[src/rtl/dsf_pkg.sv]
`default_nettype none
package dsf_pkg;

  // Fixed-point format
  localparam int FRAC_BITS = 16;
  localparam logic [63:0] ONE = 64'(1) << FRAC_BITS;

  // Field widths
  localparam int POS_W   = 32;
  localparam int DT_W    = 16;
  localparam int DZW_W   = 24;
  localparam int ST_W    = 23;
  localparam int CFG_W   = 24;
  localparam int HALF_W  = DZW_W - 1;

  // Derived datapath widths
  localparam int OMEGA_W = 31;
  localparam int DECAY_W = FRAC_BITS + 1;
  localparam int LIM_W   = 30;

  // Constants rounded to nearest in the fixed-point format
  localparam logic [63:0] ST_FLOOR_RAW = (ONE + 64'd5000) / 64'd10000;
  localparam logic [63:0] ST_FLOOR     = (ST_FLOOR_RAW != 0) ? ST_FLOOR_RAW : 64'd1;
  localparam logic [63:0] C048         = (64'd48 * ONE + 64'd50) / 64'd100;
  localparam logic [63:0] C235         = (64'd235 * ONE + 64'd500) / 64'd1000;
  localparam logic [63:0] X_CAP        = 64'd1024 * ONE;
  localparam logic [63:0] LIM_SCALE    = 64'd100;

  // Divide by five through a reciprocal, exact for operands below 2^32
  localparam logic [31:0] RECIP5    = 32'hCCCCCCCD;
  localparam int          RECIP5_SH = 34;

  // Arithmetic unit widths, used by every multiplier and divider
  localparam int MUL_A_W   = 64;
  localparam int MUL_B_W   = 32;
  localparam int MUL_P_W   = MUL_A_W + MUL_B_W;
  localparam int MUL_CHUNK = 16;
  localparam int DIV_W     = 48;

  // Register indexes
  localparam int CFG_IDX_W = 2;
  localparam logic [CFG_IDX_W-1:0] REG_DZ_X   = 2'd0;
  localparam logic [CFG_IDX_W-1:0] REG_DZ_Y   = 2'd1;
  localparam logic [CFG_IDX_W-1:0] REG_SMOOTH = 2'd2;

  typedef struct packed {
    logic                    target_valid;
    logic signed [POS_W-1:0] target_x;
    logic signed [POS_W-1:0] target_y;
    logic [DT_W-1:0]         frame_time;
  } in_t;

  typedef struct packed {
    logic signed [POS_W-1:0] camera_x;
    logic signed [POS_W-1:0] camera_y;
    logic                    moved;
  } out_t;

  // Values shared by both axes for one update
  typedef struct packed {
    logic [OMEGA_W-1:0] omega;
    logic [DECAY_W-1:0] decay;
    logic [DT_W-1:0]    dt;
    logic [LIM_W-1:0]   lim;
  } common_t;

  typedef struct packed {
    logic                    busy;
    logic signed [POS_W-1:0] pos;
  } lane_stat_t;

  function automatic logic signed [POS_W-1:0] sat32(input logic signed [63:0] v);
    logic signed [63:0] hi;
    logic signed [63:0] lo;
    hi = 64'sd2147483647;
    lo = -64'sd2147483648;
    if (v > hi) return hi[POS_W-1:0];
    if (v < lo) return lo[POS_W-1:0];
    return v[POS_W-1:0];
  endfunction

endpackage
`default_nettype wire

[src/rtl/dsf_mul.sv]
`default_nettype none
// Sequential unsigned multiplier: one 16 x 32 partial product per cycle, MSB chunk first
module dsf_mul (
  input  wire logic                        clk,
  input  wire logic                        rst,
  input  wire logic                        start,
  input  wire logic [dsf_pkg::MUL_A_W-1:0] a,
  input  wire logic [dsf_pkg::MUL_B_W-1:0] b,
  output logic      [dsf_pkg::MUL_P_W-1:0] p,
  output logic                             done
);
  import dsf_pkg::*;

  localparam int STEPS = MUL_A_W / MUL_CHUNK;
  localparam int CNT_W = $clog2(STEPS + 1);
  localparam int PP_W  = MUL_CHUNK + MUL_B_W;

  logic [MUL_A_W-1:0] a_sh;
  logic [MUL_B_W-1:0] b_r;
  logic [MUL_P_W-1:0] acc;
  logic [CNT_W-1:0]   cnt;
  logic [PP_W-1:0]    pp;

  assign pp = a_sh[MUL_A_W-1 -: MUL_CHUNK] * b_r;
  assign p  = acc;

  always_ff @(posedge clk) begin
    if (rst) begin
      cnt  <= '0;
      done <= 1'b0;
    end else begin
      done <= 1'b0;
      if (start) begin
        a_sh <= a;
        b_r  <= b;
        acc  <= '0;
        cnt  <= CNT_W'(STEPS);
      end else if (cnt != '0) begin
        acc  <= (acc << MUL_CHUNK) + MUL_P_W'(pp);
        a_sh <= a_sh << MUL_CHUNK;
        cnt  <= cnt - 1'b1;
        if (cnt == CNT_W'(1)) done <= 1'b1;
      end
    end
  end
endmodule
`default_nettype wire

[config.mk]
export PLATFORM = sky130hd
export DESIGN_NAME = dsf_mul
export DESIGN_NICKNAME = d
export VERILOG_FILES = /design/src/rtl/dsf_pkg.sv /design/src/rtl/dsf_mul.sv
export SDC_FILE = /design/constraint.sdc
export NUM_CORES = 2
export LEC_CHECK = 0
export BUFFER_PORTS_ARGS = -buffer_cell sky130_fd_sc_hd__buf_2
export CELL_PAD_IN_SITES_DETAIL_PLACEMENT = 1
export CELL_PAD_IN_SITES_GLOBAL_PLACEMENT = 1
export CORE_UTILIZATION = 42
export DETAILED_ROUTE_END_ITERATION = 8
export GPL_ROUTABILITY_DRIVEN = 0
export GPL_TIMING_DRIVEN = 0
export PLACE_DENSITY_LB_ADDON = 0.1
export SLEW_MARGIN = 20
export SYNTH_ARGS = -nofsm -noshare
export SYNTH_HDL_FRONTEND = slang
export SYNTH_SLANG_ARGS = --single-unit
[constraint.sdc]
create_clock -name clk -period 27.7 [get_ports clk]
set_clock_uncertainty 0.1 [all_clocks]
set_input_delay 5.54 -clock clk [delete_from_list [all_inputs] [get_ports clk]]
set_output_delay 5.54 -clock clk [all_outputs]
set_load 0.01 [all_outputs]
==> impl_metrics.toml <==
[status]
outcome = "complete, no violations"

[synthesis]
muxShareOfSynthArea_pct = 2.191
synthArstFlopShare_pct = 0
synth_xor_area_share_pct = 2.454
synth_area_leader_cell = "fa_1"
synth_top_family_by_area = "adder cells"
synthDominantCellAreaShare_pct = 35.06
avgSynthCellArea_um2 = 9.846
yosysMostFrequentCell = "inv_1"
synth_area_um2 = 25700
synth_cell_type_count = 62
synth_warnings = 0
synth_compound_area_share_pct = 4.684
syn_inst = 2610
yosysSeqAreaShare_pct = 22.75
synth-main-ff-cell = "edfxtp_1"
netlist_top_cells_area = "fa_1, edfxtp_1, inv_1"
syn_nets = 3298
synth_edf_count = 192
synthTopCellsByCount = "inv_1, fa_1, nand2_1"
ys_ff_latch = 196
synth-simple-area-share_pct = 16.30
synthAdderAreaFrac_pct = 41.82

[cts]
clk_pin_slew_ns = 0.09
hold_buffers = 0
h-tree-depth = 4
clk_latency_ns = 0.53
cts.sinks = 196
clk_path_buf_depth = 2
cts_tree = "yes"
numCtsBuffers = 17
cts_resized = 0
cts_root_buf = "clkbuf_16"
postCtsSetupRepairBufs = 0

[critical_path]
arrival_ns = 8.73
timing.rr.start = "a_sh[60]"
worstSetupStartpointType = "register"
critPathCaptureType = "register"
critPathKind = "reg -> reg"
cp_max_fo = 10
worstPathRequired_ns = 27.94
critPathLaunch = "a_sh[60]"

[hold_path]
hp-start = "cnt[1]"
hp-class = "reg -> reg"

[die]
start_util_pct = 42.57
fp.coreArea_um2 = 60360
pin_count = 196
dieArea_um2 = 62180
chipWidth_um = 249.4
die_height_um = 249.4
num_rows = 90

[sta]
tightest_slew_ns = 1.019
fin_setup_tns_ns = 0
rsz0062_at_grt = "false"
relSlewSlack_pct = 31.55
fin_crit_ns = 8.484
setup_viol = 0
final_hold_viol_count = 0
maxSlewViolCount = 0
timing.final.crit_share_pct = 30.63
fmax_mhz = 117.9

[routing]
routed_via_density = 5.369
dr_total_vias = 19473
drtPass1Iterations = 4
postRouteAntennaNets = 0
wl_per_cell_um = 24.15
wl_um = 87590
drt_iter0_drc = 1135
drc = 0

[layout]
n_fill_cell = 6955
drive_above_1_share_pct = 11.53
syn_to_final_growth_pct = 10.81
multi_input_area_um2 = 17350
regArea_um2 = 5846
nNetsFinal = 3519

[global_routing]
grt_pass1_wl_um = 136700
antenna_found_initial = 0
grt_pass1_vias = 21825
grtUsageTotal_pct = 29.74
grt_max_degree = 28
grt.overflow.total = 0

[place]
port_buffers = 194
hpwlAfterDp_um = 72820

[flow_run]
maxCapViolations = 0
cell families after synthesis:
kind of cell,count (synthesis)
mux,50
buf+inv,650
compound gates,200
fa+ha+maj,589
flops,196
xor+xnor,72
simple gates,853
flip-flops by register name, summed over array words and instances, names as in the netlist:
name	count
p	96
a_sh	64
b_r	32
cnt	3
done	1
path summary, 6_finish.rpt:
kind / to / slack (ns) / cells past startpoint
worst max-delay path: p[86] / 19.22 / 20
worst min-delay path: cnt[1] / 0.45 / 2
worst max register to register: p[86] / 19.22 / 20
worst min register to register: cnt[1] / 0.45 / 2
routing by layer:
layer	vias to the layer above	routed length (um)	track usage, %
met5	-	0	0
li1	8475	-	-
met3	124	5644	5.611
met2	623	41490	48.56
met1	10251	37590	39.84
met4	0	2864	9.788
worst max-delay path, stage by stage, from the launching register on:
cell and delay, ns:
edfxtp_1 0.72, clkbuf_1 0.77, nand2_1 0.20, fa_1 0.57
inv_1 0.05, fa_1 0.49, fa_1 0.56, fa_1 0.59
fa_1 0.54, fa_1 0.51, ha_1 0.30, buf_4 0.16
a21oi_1 0.09, o21ai_0 0.42, a21oi_1 0.17, o31ai_1 0.30
a211oi_1 0.25, o21bai_1 0.43, nand4_1 0.46, or3_1 0.46
a21oi_1 0.16
per-stage QoR:
| step | setup slack, ns | hold slack, ns | area, um2 | utilization [%] | instances |
|---|---|---|---|---|---|
| after floorplan | 14.12 | 0.3741 | 25700 | - | 2610 |
| after global placement | 10.70 | 0.3879 | 27650 | 45.80 | 3586 |
| after detailed placement | 19.33 | 0.4344 | 27860 | 46.16 | 3594 |
| after CTS | 19.26 | 0.4468 | 28470 | 47.17 | 3626 |
| after global routing | 18.92 | 0.4651 | 28470 | 47.17 | 3626 |
| final | 19.22 | 0.4491 | 28480 | 47.18 | 3627 |
layout by cell type (no fill, tap or decap), drive strengths merged, types with 4 or more instances in the layout:
cell,instances
inv,539
fa,450
nand2,357
and2,246
buf,222
edfxtp,192
ha,139
clkbuf,119
nor2,108
a21oi,80
o21ai,53
mux2,50
xor2,43
nand4,31
xnor2,29
nand3,27
and3,24
nor3,19
or3,13
a21o,13
a211oi,12
nor2b,11
o21bai,7
a31oi,6
nand2b,5
o31ai,5
o21a,5
dfxtp,4
a2111oi,4
and4,4
nor4,4
cell type report:
cell class | instances | share of cell area (%)
Antenna cell | 1 | 0.008788
Buffer | 123 | 1.898
Clock buffer | 17 | 1.494
Clock inverter | 15 | 0.6591
Inverter | 527 | 6.947
Multi-Input combinational cell | 1764 | 60.93
Sequential cell | 196 | 20.53
Tap cell | 782 | 3.436
Timing Repair Buffer | 202 | 4.104
Power is left out: the tool's default activity adds up to more than one toggle a clock period on the data nets, which glitch-free logic cannot reach.
