<file path="src/rtl/dsf_pkg.sv">
`default_nettype none
package dsf_pkg;

  // Fixed-point format
  localparam int FRAC_BITS = 16;
  localparam logic [63:0] ONE = 64'(1) << FRAC_BITS;

  // Field widths
  localparam int POS_W   = 32;
  localparam int DT_W    = 16;
  localparam int DZW_W   = 24;
  localparam int ST_W    = 23;
  localparam int CFG_W   = 24;
  localparam int HALF_W  = DZW_W - 1;

  // Derived datapath widths
  localparam int OMEGA_W = 31;
  localparam int DECAY_W = FRAC_BITS + 1;
  localparam int LIM_W   = 30;

  // Constants rounded to nearest in the fixed-point format
  localparam logic [63:0] ST_FLOOR_RAW = (ONE + 64'd5000) / 64'd10000;
  localparam logic [63:0] ST_FLOOR     = (ST_FLOOR_RAW != 0) ? ST_FLOOR_RAW : 64'd1;
  localparam logic [63:0] C048         = (64'd48 * ONE + 64'd50) / 64'd100;
  localparam logic [63:0] C235         = (64'd235 * ONE + 64'd500) / 64'd1000;
  localparam logic [63:0] X_CAP        = 64'd1024 * ONE;
  localparam logic [63:0] LIM_SCALE    = 64'd100;

  // Divide by five through a reciprocal, exact for operands below 2^32
  localparam logic [31:0] RECIP5    = 32'hCCCCCCCD;
  localparam int          RECIP5_SH = 34;

  // Arithmetic unit widths, used by every multiplier and divider
  localparam int MUL_A_W   = 64;
  localparam int MUL_B_W   = 32;
  localparam int MUL_P_W   = MUL_A_W + MUL_B_W;
  localparam int MUL_CHUNK = 16;
  localparam int DIV_W     = 48;

  // Register indexes
  localparam int CFG_IDX_W = 2;
  localparam logic [CFG_IDX_W-1:0] REG_DZ_X   = 2'd0;
  localparam logic [CFG_IDX_W-1:0] REG_DZ_Y   = 2'd1;
  localparam logic [CFG_IDX_W-1:0] REG_SMOOTH = 2'd2;

  typedef struct packed {
    logic                    target_valid;
    logic signed [POS_W-1:0] target_x;
    logic signed [POS_W-1:0] target_y;
    logic [DT_W-1:0]         frame_time;
  } in_t;

  typedef struct packed {
    logic signed [POS_W-1:0] camera_x;
    logic signed [POS_W-1:0] camera_y;
    logic                    moved;
  } out_t;

  // Values shared by both axes for one update
  typedef struct packed {
    logic [OMEGA_W-1:0] omega;
    logic [DECAY_W-1:0] decay;
    logic [DT_W-1:0]    dt;
    logic [LIM_W-1:0]   lim;
  } common_t;

  typedef struct packed {
    logic                    busy;
    logic signed [POS_W-1:0] pos;
  } lane_stat_t;

  function automatic logic signed [POS_W-1:0] sat32(input logic signed [63:0] v);
    logic signed [63:0] hi;
    logic signed [63:0] lo;
    hi = 64'sd2147483647;
    lo = -64'sd2147483648;
    if (v > hi) return hi[POS_W-1:0];
    if (v < lo) return lo[POS_W-1:0];
    return v[POS_W-1:0];
  endfunction

endpackage
`default_nettype wire

</file>
<file path="src/rtl/dsf_div.sv">
`default_nettype none
// Restoring divider, one quotient bit per cycle
module dsf_div (
  input  wire logic                      clk,
  input  wire logic                      rst,
  input  wire logic                      start,
  input  wire logic [dsf_pkg::DIV_W-1:0] dividend,
  input  wire logic [dsf_pkg::DIV_W-1:0] divisor,
  output logic      [dsf_pkg::DIV_W-1:0] q,
  output logic                           done
);
  import dsf_pkg::*;

  localparam int CNT_W = $clog2(DIV_W + 1);

  logic [DIV_W-1:0] rem;
  logic [DIV_W-1:0] quo;
  logic [DIV_W-1:0] dvs;
  logic [CNT_W-1:0] cnt;
  logic [DIV_W:0]   trial;
  logic             fits;

  assign trial = {rem, quo[DIV_W-1]};
  assign fits  = trial >= {1'b0, dvs};
  assign q     = quo;

  always_ff @(posedge clk) begin
    if (rst) begin
      cnt  <= '0;
      done <= 1'b0;
    end else begin
      done <= 1'b0;
      if (start) begin
        rem <= '0;
        quo <= dividend;
        dvs <= divisor;
        cnt <= CNT_W'(DIV_W);
      end else if (cnt != '0) begin
        rem <= fits ? DIV_W'(trial - {1'b0, dvs}) : trial[DIV_W-1:0];
        quo <= {quo[DIV_W-2:0], fits};
        cnt <= cnt - 1'b1;
        if (cnt == CNT_W'(1)) done <= 1'b1;
      end
    end
  end
endmodule
`default_nettype wire

</file>
<file path="config.mk">
export PLATFORM = sky130hd
export DESIGN_NAME = dsf_div
export DESIGN_NICKNAME = d
export VERILOG_FILES = /design/src/rtl/dsf_pkg.sv /design/src/rtl/dsf_div.sv
export SDC_FILE = /design/constraint.sdc
export NUM_CORES = 1
export LEC_CHECK = 0
export BUFFER_PORTS_ARGS = -buffer_cell sky130_fd_sc_hd__buf_2
export CORE_MARGIN = 1.5
export CORE_UTILIZATION = 30
export DETAILED_ROUTE_END_ITERATION = 16
export PLACE_DENSITY = 0.55
export SYNTH_ARGS = -nofsm -noshare
export SYNTH_HDL_FRONTEND = slang
export SYNTH_SLANG_ARGS = --single-unit
</file>
<file path="constraint.sdc">
create_clock -name clk -period 9.5 [get_ports clk]
set_input_delay 0.475 -clock clk [delete_from_list [all_inputs] [get_ports clk]]
set_output_delay 0.475 -clock clk [all_outputs]
set_load 0.05 [all_outputs]
</file>
==> impl_metrics.tcl, run 1 <==
set metrics [dict create \
    arrival_ns 4.47 \
    area_growth_pct 19.4 \
    antenna_found_initial 1 \
    core_region_area_um2 28900 \
    io_buffers 147 \
    viasPerCell 4.92 \
    worst_slack_ns 5.21 \
    maxCapViolCount 0 \
    hold_viol 0 \
    initial_core_util_pct 30.6 \
    p_total_mw 2.48 \
    hp-start "divisor[6]" \
    gp_congestion 0.824 \
    grt_max_degree 76 \
    grt_usage_pct 14.7 \
    synth_edf_count 144 \
    required_ns 9.68 \
    synth_area_leaders "edfxtp_1 (49%), ha_1 (7.1%), mux2_2 (6.1%)" \
    synth.net_count 967 \
    cts.sinks 151 \
    critPathLaunchType "flip-flop" \
    drv_slew 0 \
    gr-total-overflow 0 \
    yosysSeqAreaShare_pct 50.5 \
    seq_power_share_pct 36.2 \
    syn-cell-area_um2 8840 \
    routed_wl_um 21700 \
    grt_pass1_vias 6767 \
    wl_met2_um 9790 \
    wire_per_inst_um 16.1 \
    internal_power_mw 1.56 \
    async_flop_share_pct 0 \
    die_width_um 175 \
    status "finished, final reports clean" \
    dieHeight_um 175 \
    layout.cells.non_filler 1354 \
    sw_frac_of_total_pct 37.2 \
    synth_warnings 0 \
    p_leak_nw 4.43 \
    cts.root.buffer_cell "clkbuf_16" \
    power_frac_comb_pct 36.6 \
    ir_drop_v 0.000127 \
    critPathMaxStageDelay_ns 0.93 \
    cts_tree "yes" \
    synth.distinct_cells 61 \
    dpl_cell_area_um2 9980 \
    max_freq_mhz 233 \
    clkTransAtPathRegs_ns 0.07 \
    drive_gt1_share_pct 25.1 \
    p_clk_share_pct 27.2 \
    rsz0062_at_grt "false" \
    end_kind "flip-flop" \
    dp_cells 1322 \
    ff2ff_setup_slack_ns 5.21 \
    ios 148 \
    die_area_um2 30500 \
    dr_wl_met3_um 1350 \
    syn_inst 817 \
    worst-path-max-fanout 25 \
    grt_pass1_wl_um 35300 \
    holdWs_ns 0.202 \
    cts_repair_resize_count 0 \
    cts_buffers 17 \
    place_ws_ns 5.24 \
    synth_commonest_cells "edfxtp_1 (144), nand2_1 (72), a21oi_1 (71)" \
    finalInstanceArea_um2 10600 \
    setup-tns-final_ns 0 \
    nNetsFinal 1107 \
    r2r-start "rem[15]" \
    path_cells "ha_1 -> a21oi_1 -> o21ai_0 -> a22o_1 -> a211oi_1 -> a2111oi_4 -> o2111ai_2 -> and3_1 -> or2_1 -> or3_1 -> o211ai_2" \
    synth_seq_cells 151 \
    drc 0 \
    cp-startpoint "rem[15]" \
    clock_latency_ns 0.44 \
    synth_ff_type "edfxtp_1" \
    hpwl_um 15600 \
    drt_iter0_drc 406 \
    p_switching_uw 921 \
    wl_met1_um 10300 \
    fillCellCount 2963 \
    firstDrtPassIters 5 \
    crit_slowest_cell "or2_1" \
    timing.final.crit_share_pct 45.2 \
    synth_top_area_cell "edfxtp_1" \
    clockBufferDepth 2 \
    min-delay-path-class "input pin to flip-flop" \
    setup.worst_path.class "flip-flop to flip-flop" \
    antenna_left 0 \
    vias 6663 \
    fin_crit_ns 4.29 \
    diodes 0 \
    p_per_area_nw_per_um2 235 \
    finalSetupViolations 0 \
    post_cts_buffers 0 \
    row_count 62 \
    finalCoreUtilization_pct 36.6 \
    top_layer_used "met5" \
    synth.top_cell.area_share_pct 48.9 \
    htreeDepth 4 \
    syn_area_per_cell_um2 10.8 \
    clock_skew_ns 0.0144 \
    synth.most_common_cell "edfxtp_1" \
    ctsHoldBuffers 0 \
    timing.slew.headroom_pct 22.3 \
    worst_slew_pin_slew_ns 1.17 \
]
flip-flops by register name (all words and copies together) (netlist names):
name	cells
dvs	48
q	48
rem	48
cnt	6
done	1
layout by cell type (no fill, tap or decap), types with 26 or more instances in the layout:
cell type	n
o21ai_0	39
nor2_1	59
edfxtp_1	144
buf_2	146
a21oi_1	71
inv_1	67
mux2_2	48
nand2_1	72
ha_1	50
a21o_1	27
xnor2_1	26
final cells by class:
cell class / count / area (um2) / share of cell area, %
clock inverter: 14 / 139 / 1.32
sequential: 151 / 4460 / 42.3
timing repair buffer: 152 / 776 / 7.35
inverter: 67 / 251 / 2.38
tap: 384 / 480 / 4.55
multi-input combinational: 568 / 4010 / 38.0
clock buffer: 18 / 429 / 4.07
path summary, 6_finish.rpt:
check            end  cells past startpoint
max reg2reg  rem[44]                     11
min           dvs[6]                      1
min reg2reg   cnt[4]                      2
max          rem[44]                     11
worst max-delay path: cells and delay by family, from the launching register on:
| family | cells | cell delay [ns] |
|---|---|---|
| AO/OA/AOI/OAI | 7 | 1.71 |
| AND/OR/NAND/NOR | 3 | 1.53 |
| flip-flops | 1 | 0.40 |
| adder cells (fa/ha/maj) | 1 | 0.39 |
kinds of logic (layout without fill, tap and decap cells):
family | Yosys count | in the layout | synth area share, %
AO/OA/AOI/OAI | 197 | 197 | 14.3
flip-flops | 151 | 151 | 50.5
multiplexers | 65 | 65 | 8.04
adder cells (fa/ha/maj) | 51 | 51 | 7.30
AND/OR/NAND/NOR | 212 | 212 | 11.3
buffers and inverters | 98 | 251 | 4.37
XOR/XNOR | 43 | 43 | 4.26
routing by layer:
layer	vias up	track usage [%]
met4	2	4.74
met2	193	23.0
met1	3159	19.3
met5	-	0
met3	19	4.53
li1	3290	-
power by group through the flow:
stage               Sequential (mW)  Clock (mW)  Combinational, mW
detailed placement            0.910           0              0.905
global placement              0.910           0              0.900
floorplan                     0.979           0              0.633
global route                  0.909       0.720               1.01
finish                        0.898       0.673              0.908
CTS                           0.899       0.693              0.910
Note: power is estimated with default switching activity, not from simulation.
==> run 2, diff against run 1 <==
- PLACE_DENSITY: 0.55 -> 0.57
- clock period: 9.5 -> 3.78 ns (I/O delays scaled with it)
==> run 2 against run 1 <==
Compared with the run above:
- sequential share of layout area is 2.3 points lower
- count of clock-buffer cells in the layout up 2
- clock skew down 0.0055 ns
- core utilization is 2.1 points higher
- routed wire length grew 0.12%
- hold slack worse by 0.15 ns
- die area did not move
- combinational power rose to 2.6 times the previous value
- non-clock buffer count up 55
- total power rose to 2.6 times the previous value
==> impl_metrics.tcl, run 2 (synthesized netlist as in run 1, its figures left out) <==
set metrics [dict create \
    cts.sinks 151 \
    diodes 0 \
    grt_max_degree 97 \
    ios 148 \
    p_total_mw 6.36 \
    finalSetupViolations 0 \
    drc 0 \
    cts_buffers 17 \
    layout_commonest_cell "buf_2" \
    wire_per_inst_um 15.4 \
    worst_slew_pin_slew_ns 1.01 \
    timing.slew.headroom_pct 32.5 \
    final_cell_mix "buf_2 (146), edfxtp_1 (144), nand2_1 (72)" \
    cts_tree "yes" \
    row_count 62 \
    area_growth_pct 26.3 \
    clock_latency_ns 0.43 \
    cts.root.buffer_cell "clkbuf_16" \
    hold_viol 0 \
    htreeDepth 4 \
    gp_congestion 0.830 \
    viasPerCell 4.87 \
    drv_slew 0 \
    grt_usage_pct 14.9 \
    firstDrtPassIters 6 \
    die_width_um 175 \
    met1_usage_pct 18.8 \
    required_ns 3.92 \
    ir_drop_v 0.000243 \
    p_per_area_nw_per_um2 569 \
    routed_wl_um 21800 \
    setup-tns-final_ns 0 \
    maxCapViolCount 0 \
    io_buffers 147 \
    post_cts_buffers 0 \
    grt_use_met2_pct 24.8 \
    dieHeight_um 175 \
    drt_iter0_drc 377 \
    clockBufferDepth 2 \
    antenna_found_initial 0 \
    hpwl_um 15600 \
    drive_gt1_share_pct 24.8 \
    grt_pass1_vias 7213 \
    nNetsFinal 1162 \
    min-delay-path-class "input pin to flip-flop" \
    setup.worst_path.class "flip-flop to flip-flop" \
    end_kind "flip-flop" \
    arrival_ns 3.64 \
    met3_usage_pct 3.96 \
    initial_core_util_pct 30.6 \
    core_region_area_um2 28900 \
    status "finished, final reports clean" \
    max_freq_mhz 286 \
    busiest_layer "met2" \
    critPathLaunchType "flip-flop" \
    gr-total-overflow 0 \
    antenna_left 0 \
    rsz0062_at_grt "false" \
    fin_crit_ns 3.49 \
    timing.final.crit_share_pct 92.4 \
    fillCellCount 2899 \
    die_area_um2 30500 \
    worst-path-max-fanout 10 \
    grt_pass1_wl_um 36400 \
    p_leak_nw 4.68 \
    clock_skew_ns 0.00892 \
    clkTransAtPathRegs_ns 0.07 \
    vias 6855 \
]
run 2: final cells by class:
| cell class | count | area, um2 | area share (%) |
|---|---|---|---|
| clock inverters | 12 | 104 | 0.930 |
| clock buffers | 20 | 479 | 4.29 |
| inverters | 67 | 251 | 2.25 |
| well taps | 384 | 480 | 4.30 |
| multi-input cells | 568 | 4030 | 36.1 |
| flip-flops and latches | 151 | 4460 | 40.0 |
| repair buffers | 207 | 1360 | 12.2 |
run 2: what timing repair did:
| action | CTS | global route |
|---|---|---|
| setup endpoints to repair | 0 | 24 |
| endpoints found under the hold margin | 48 | 0 |
| gates resized for setup | 0 | 4 |
| hold buffers | 48 | 0 |
run 2: critical path: stages, from the launching register on:
cell       delay (ns)
edfxtp_1         0.40
ha_1             0.43
nand2_1          0.15
nor4_4           0.34
and3_1           0.22
a211oi_1         0.11
a2111oi_4        0.44
o2111ai_2        0.19
and3_1           0.23
or2_1            0.29
buf_4            0.22
a21oi_1          0.15
nor2_1           0.05
run 2: worst paths after layout:
path	end	depth (start not counted)	start	slack, ns
max reg2reg	rem[2]	12	rem[19]	0.29
min	q[8]	2	dividend[8]	0.05
max	rem[2]	12	rem[19]	0.29
min reg2reg	cnt[4]	2	cnt[4]	0.51
run 2: per-stage QoR:
step | setup slack (ns) | hold slack [ns] | util, % | instances | instance area, um2
2_1_floorplan | 0.500 | 0.258 | - | 817 | 8860
3_3_place_gp | 0.347 | 0.367 | 35.0 | 1329 | 10100
3_5_place_dp | 0.235 | 0.367 | 35.0 | 1329 | 10100
4_1_cts | 0.239 | 0.0248 | 38.6 | 1409 | 11200
5_1_grt | 0.00568 | 0.0350 | 38.7 | 1409 | 11200
6_report | 0.286 | 0.0521 | 38.7 | 1409 | 11200
run 2: layer usage:
| metal | wire (um) | share of wire, % | vias to the layer above |
|---|---|---|---|
| met2 | 10200 | 47 | 198 |
| met3 | 1350 | 6.2 | 27 |
| li1 | - | - | 3392 |
| met1 | 9930 | 46 | 3238 |
| met4 | 328 | 1.5 | 0 |
| met5 | 0 | 0 | - |
run 2: where the power goes:
part	internal (mW)	switching, mW
clock	0.941	0.776
sequential	2.14	0.117
combinational	0.949	1.44
total	4.03	2.33
